<file path="config.mk">
export PLATFORM = sky130hd
export DESIGN_NAME = bsp_mac
export DESIGN_NICKNAME = d
export VERILOG_FILES = /design/src/hw/rtl/bsp_pkg.sv /design/src/hw/rtl/bsp_mac.sv
export SDC_FILE = /design/constraint.sdc
export NUM_CORES = 1
export LEC_CHECK = 0
export BUFFER_PORTS_ARGS = -buffer_cell sky130_fd_sc_hd__buf_2
export CAP_MARGIN = 20
export CORE_MARGIN = 5
export CORE_UTILIZATION = 35
export CTS_CLUSTER_SIZE = 8
export DETAILED_ROUTE_END_ITERATION = 6
export HOLD_SLACK_MARGIN = 0.15
export PLACE_DENSITY = 0.55
export SYNTH_ARGS = -nofsm -noshare
export SYNTH_HDL_FRONTEND = slang
export SYNTH_SLANG_ARGS = --single-unit
</file>
<file path="constraint.sdc">
create_clock -name clk_i -period 5.1 [get_ports clk_i]
set_input_delay 0.765 -clock clk_i [delete_from_list [all_inputs] [get_ports clk_i]]
set_output_delay 0.765 -clock clk_i [all_outputs]
set_load 0.02 [all_outputs]
</file>
<file path="src/hw/rtl/bsp_pkg.sv">
package bsp_pkg;

  // Configuration: beat period
  localparam int MAX_PERIOD  = 64;
  localparam int PER_MIN     = 2;
  localparam int CFG_W       = 7;
  localparam int PERIOD_RST  = 43;
  localparam int PER_W       = $clog2(MAX_PERIOD + 1);

  // Item fields
  localparam int SAMPLE_W    = 16;
  localparam int WIDX_W      = 8;
  localparam int WT_W        = 17;
  localparam int OFF_W       = 7;
  localparam logic OP_SAMPLE = 1'b0;
  localparam logic OP_WEIGHT = 1'b1;
  localparam logic [WT_W-1:0] WEIGHT_ONE = WT_W'(65536);

  // Storage geometry
  localparam int HIST_DEPTH  = 2 * MAX_PERIOD;
  localparam int HIST_AW     = $clog2(HIST_DEPTH);
  localparam int WT_DEPTH    = 2 * MAX_PERIOD + 1;
  localparam int WT_AW       = $clog2(WT_DEPTH);
  localparam int PRED_AW     = $clog2(MAX_PERIOD);
  localparam int D_W         = $clog2(2 * MAX_PERIOD + 1);

  // Scores are unsigned Q16.8
  localparam int SCORE_W     = 24;
  localparam logic [SCORE_W-1:0] SCORE_MAX = '1;
  localparam int FRAC_W      = 16;
  localparam int PROD_W      = WT_W + SCORE_W;
  localparam int ROUND_HALF  = 32768;

  // New score = num / 10 via reciprocal multiply (num holds the +5), exact below 2^32
  localparam int NUM_W       = 28;
  localparam int RECIP_W     = 32;
  localparam logic [RECIP_W-1:0] DIV_RECIP = 32'hCCCC_CCCD;
  localparam int DIV_SHIFT   = 35;
  localparam int QP_W        = NUM_W + RECIP_W;
  localparam int ROUND_TEN   = 5;

  typedef enum logic [1:0] {
    SRC_PAST,
    SRC_PRES,
    SRC_PRED
  } src_e;

  typedef enum logic [2:0] {
    ST_IDLE,
    ST_PUSH,
    ST_SCAN,
    ST_DRAIN,
    ST_DIV,
    ST_PRES,
    ST_PRED,
    ST_DONE
  } state_e;

  typedef struct packed {
    src_e               src;
    logic [HIST_AW-1:0] hist_idx;
    logic [PRED_AW-1:0] pred_addr;
    logic [WT_AW-1:0]   wt_addr;
  } store_rd_t;

  typedef struct packed {
    logic               hist_push;
    logic               pres_we;
    logic [SCORE_W-1:0] pres_data;
    logic               pred_we;
    logic [PRED_AW-1:0] pred_addr;
    logic [SCORE_W-1:0] pred_data;
    logic               wt_we;
    logic [WT_AW-1:0]   wt_addr;
    logic [WT_W-1:0]    wt_data;
  } store_wr_t;

  typedef struct packed {
    logic issue;
    logic clear;
  } mac_ctl_t;

endpackage

</file>
<file path="src/hw/rtl/bsp_mac.sv">
module bsp_mac import bsp_pkg::*; (
  input  logic               clk_i,
  input  logic               rst_ni,
  input  mac_ctl_t           ctl_i,
  input  logic [WT_W-1:0]    weight_i,
  input  logic [SCORE_W-1:0] score_i,
  output logic [SCORE_W-1:0] best_o,
  output logic               busy_o
);

  logic                       rd_vld_q, mul_vld_q;
  logic [PROD_W-1:0]          prod_q;
  logic [SCORE_W-1:0]         best_q;
  logic [PROD_W:0]            rnd;
  logic [PROD_W-FRAC_W:0]     scaled;
  logic [SCORE_W-1:0]         wscore;

  // Round half up, drop the weight fraction, saturate
  assign rnd    = {1'b0, prod_q} + (PROD_W + 1)'(ROUND_HALF);
  assign scaled = rnd[PROD_W:FRAC_W];
  assign wscore = (scaled > (PROD_W - FRAC_W + 1)'(SCORE_MAX)) ? SCORE_MAX
                                                              : scaled[SCORE_W-1:0];

  // Track read, multiply and compare stages
  always_ff @(posedge clk_i or negedge rst_ni) begin
    if (!rst_ni) begin
      rd_vld_q  <= 1'b0;
      mul_vld_q <= 1'b0;
      best_q    <= '0;
    end else begin
      rd_vld_q  <= ctl_i.issue;
      mul_vld_q <= rd_vld_q;
      if (ctl_i.clear) begin
        best_q <= '0;
      end else if (mul_vld_q && (wscore > best_q)) begin
        best_q <= wscore;
      end
    end
  end

  // Multiply weight by score
  always_ff @(posedge clk_i) begin
    if (rd_vld_q) begin
      prod_q <= weight_i * score_i;
    end
  end

  assign best_o = best_q;
  assign busy_o = rd_vld_q | mul_vld_q;

endmodule

</file>
==> run summary <==
The final reports fail on setup timing. The fraction of final layout cells with drive strength greater than 1 is 0.216. Across the run, the number of max-cap violations was 0.

The maximum operating frequency is between 150 and 200 MHz. The clock sink total came out at 52. The hold violation count in the final report came out at 0. STA classifies the critical path endpoint as a flop. The number of warnings printed during yosys synthesis is 0. The mean routed wirelength per cell is between 15 and 20 um. The critical path is of the in2reg type. The cell row count came out at 77.

sky130_fd_sc_hd__fa_1 takes more of the synthesized area than any other cell. The number of endpoints failing setup at the final stage is 26. The floorplan core area is 44500 um^2. The number of flops mapped to enable cells by yosys is 26. The slew at the pin closest to its max-slew limit is 611 ps.

In the routed design, unresolved DRC markers number 0. The synthesis-to-layout area growth is 23.2%. The horizontal die dimension is between 200 and 250 um. Once placement finished, the instance area stood at about 18000 um^2. The maximum count of clock buffers along a single path came out at 2. The routed design has roughly 39 mm of wire. The final design instance area without fill is approximately 19000 um^2.

The share of the Yosys chip area taken by registers is 0.0905. Among all flip-flop cells after synthesis, the most frequent one is sky130_fd_sc_hd__edfxtp_1. The path depth of the worst reg2reg path is 15.

The commonest non-fill, non-tap cell in the layout is sky130_fd_sc_hd__inv_1. The post-synth net total is between 2000 and 2500. In this run the mean area of a mapped cell was 8.92 um^2.

The via count came out at 12100. The global-route wire length before repair is 66.9 mm. The remaining antenna violation count after routing came out at 0. The critical path arrival is around 6000 ps. Dividing the detail-routed via count by the number of cells gives between 4 and 5. Dividing the final minimum period by the clock period gives 1.16.

Before antenna repair, the detailed router went through 5 iterations. In the post-route analysis, the smallest setup slack over all paths is -833 ps. Data on the critical path is required at its endpoint by 5140 ps.

The estimated wirelength of the detail-placed design came out at around 34 mm. The DRC marker count from the first detailed-route iteration is 478. The cell area after technology mapping is 15800 um^2. The flip-flop and latch count after synthesis is 52. The overall die area is ~50000 um^2. The count of H-tree levels built during CTS came out at 2.

The total overflow reported by the global router came out at 0. The count of buffers added on input and output ports is between 60 and 70. The via count of the first global-routing pass came out at approximately 13000. The run finished, with violations left. The number of distinct standard cells referenced by the synthesized netlist came out at 55. In this run the clock root is driven by a sky130_fd_sc_hd__clkbuf_16. The path class of the lowest-slack min-delay path is in2async.

The count of pins on the block boundary came out at 70. The effective utilization at floorplan is 0.355. The height of the die is between 200 and 250 um.

The CTS tree is yes. The initial antenna violation count came out at 0. For the worst-skew pair, the clock arrives at the later sink with an insertion delay of approximately 290 ps.

The minimum clock period after layout came out at just under 6000 ps. The critical path launch point type is an input pin. In the synthesized netlist the async set-or-reset flop fraction comes to 0.500. The number of hold buffers added after cts came out at 0. In the post-synthesis netlist, the biggest area contributors are sky130_fd_sc_hd__fa_1, sky130_fd_sc_hd__ha_1, sky130_fd_sc_hd__inv_1.

The total track usage came out at 0.161. The top cell types in the final layout, fill and taps aside, are sky130_fd_sc_hd__inv_1, sky130_fd_sc_hd__fa_1, sky130_fd_sc_hd__nand2_1. The count of pins over their slew limit is 0.

The worst clock skew on the final layout is ~6.3 ps. The worst slew margin relative to its limit is 0.593. Setup repair after global routing could not meet its margin everywhere. The proportion of netlist area held by the largest area contributor came out at 0.414. The maximum number of pins on one net before global-route repair came out at 36. The clock-pin slew on the worst setup and hold paths is roughly 70 ps.

The number of diodes came out at 0. The number of clock buffers added by TritonCTS is 5. The maximum net fanout on the critical path is 7. The global placer's final weighted congestion came out at ~0.86. At the end of the flow, the number of nets in the layout was between 2000 and 2500. The synthesized instance count came out at approximately 1800.
==> metal layers <==
layer / global-route usage / vias to the layer above / part of all wire
met2: 0.266 / 237 / 0.47
met1: 0.235 / 6048 / 0.48
met4: 0.0154 / 0 / 0.0082
li1: - / 5764 / -
met3: 0.0212 / 33 / 0.046
met5: 0 / - / 0
==> per-stage QoR <==
stage,setup TNS [ps],hold slack [ps],std cells,worst slack (ps),utilization
floorplan,-15340,469,1773,-931,-
global placement,-29850,539,2541,-1420,0.411
detailed placement,-30990,543,2541,-1480,0.411
CTS,-17210,496,2565,-879,0.432
global route,-21530,541,2576,-995,0.438
finish,-16940,489,2576,-833,0.438
==> logic make-up (layout without fill, tap and decap cells) <==
| group | after synthesis | after routing | share of synthesized area |
|---|---|---|---|
| AOI/OAI and AO/OA | 139 | 139 | 0.0619 |
| xor gates and xnor gates | 46 | 46 | 0.0255 |
| adders and majority gates | 465 | 465 | 0.523 |
| buffers and inverters | 497 | 708 | 0.120 |
| DFF | 52 | 52 | 0.0905 |
| muxes | 11 | 11 | 0.00720 |
| and+or+nand+nor | 563 | 563 | 0.172 |
==> flip-flops by register name, indices dropped and copies added, names as in the netlist <==
register	cells
prod_q	26
rd_vld_q	1
best_o	24
mul_vld_q	1
==> what timing repair did <==
item                                    in CTS  in global routing
gates resized for setup                    154                 47
buffers inserted                            16                 11
pin swaps                                   54                 41
cloned                                       1                  0
endpoints found under the setup margin      26                 26
==> worst paths after layout <==
path | start | to | slack [ps]
max in group asynchronous | rst_ni | best_o[14] | 4210
min in group clk_i | rd_vld_q | mul_vld_q | 530
worst max register to register | prod_q[17] | best_o[18] | 860
worst min register to register | rd_vld_q | mul_vld_q | 530
worst min-delay path | rst_ni | best_o[11] | 490
worst max-delay path | weight_i[7] | prod_q[33] | -830
==> area by class of cell <==
| class | count | area, um^2 |
|---|---|---|
| timing repair buffer | 277 | 2440 |
| inverter | 423 | 1590 |
| clock buffer | 6 | 129 |
| clock inverter | 2 | 16.3 |
| tap | 592 | 741 |
| fill | 4449 | 25000 |
| multi-input combinational | 1224 | 13100 |
| sequential | 52 | 1430 |
==> Yosys cell counts, types with 2 or more instances <==
library cell / n
sky130_fd_sc_hd__nand3_1: 15
sky130_fd_sc_hd__a21oi_1: 33
sky130_fd_sc_hd__o31ai_1: 3
sky130_fd_sc_hd__o21bai_1: 5
sky130_fd_sc_hd__ha_1: 138
sky130_fd_sc_hd__dfrtp_1: 26
sky130_fd_sc_hd__clkbuf_1: 65
sky130_fd_sc_hd__o21ai_0: 15
sky130_fd_sc_hd__o21ai_1: 3
sky130_fd_sc_hd__o21a_1: 2
sky130_fd_sc_hd__and3_1: 10
sky130_fd_sc_hd__a211oi_2: 2
sky130_fd_sc_hd__a311oi_1: 17
sky130_fd_sc_hd__or3_1: 2
sky130_fd_sc_hd__and2_1: 168
sky130_fd_sc_hd__nor2_1: 37
sky130_fd_sc_hd__o22ai_1: 2
sky130_fd_sc_hd__xor2_1: 24
sky130_fd_sc_hd__mux2i_1: 10
sky130_fd_sc_hd__xnor2_1: 22
sky130_fd_sc_hd__o211ai_1: 2
sky130_fd_sc_hd__buf_2: 6
sky130_fd_sc_hd__a31oi_1: 10
sky130_fd_sc_hd__edfxtp_1: 26
sky130_fd_sc_hd__a211o_1: 3
sky130_fd_sc_hd__a21o_1: 25
sky130_fd_sc_hd__a211oi_1: 5
sky130_fd_sc_hd__nand4_1: 20
sky130_fd_sc_hd__fa_1: 327
sky130_fd_sc_hd__o221ai_1: 2
sky130_fd_sc_hd__nor2b_1: 6
sky130_fd_sc_hd__buf_6: 2
sky130_fd_sc_hd__inv_1: 423
sky130_fd_sc_hd__and4_1: 6
sky130_fd_sc_hd__a221oi_1: 2
sky130_fd_sc_hd__nor3_1: 9
sky130_fd_sc_hd__nand2_1: 282
==> worst max-delay path, stage by stage <==
cell	delay [ps]
sky130_fd_sc_hd__buf_12	110
sky130_fd_sc_hd__and2_4	150
sky130_fd_sc_hd__fa_1	530
sky130_fd_sc_hd__inv_1	50
sky130_fd_sc_hd__fa_1	480
sky130_fd_sc_hd__fa_1	520
sky130_fd_sc_hd__inv_2	40
sky130_fd_sc_hd__fa_1	590
sky130_fd_sc_hd__fa_1	440
sky130_fd_sc_hd__fa_1	540
sky130_fd_sc_hd__ha_4	220
sky130_fd_sc_hd__a21o_4	230
sky130_fd_sc_hd__a2111o_1	340
sky130_fd_sc_hd__o22ai_4	200
sky130_fd_sc_hd__a21oi_4	100
sky130_fd_sc_hd__a21oi_4	210
sky130_fd_sc_hd__o211ai_2	120
sky130_fd_sc_hd__and2_4	170
sky130_fd_sc_hd__xor2_2	160
Power is left out: the tool's default activity adds up to more than one toggle a clock period on the data nets, which glitch-free logic cannot reach.
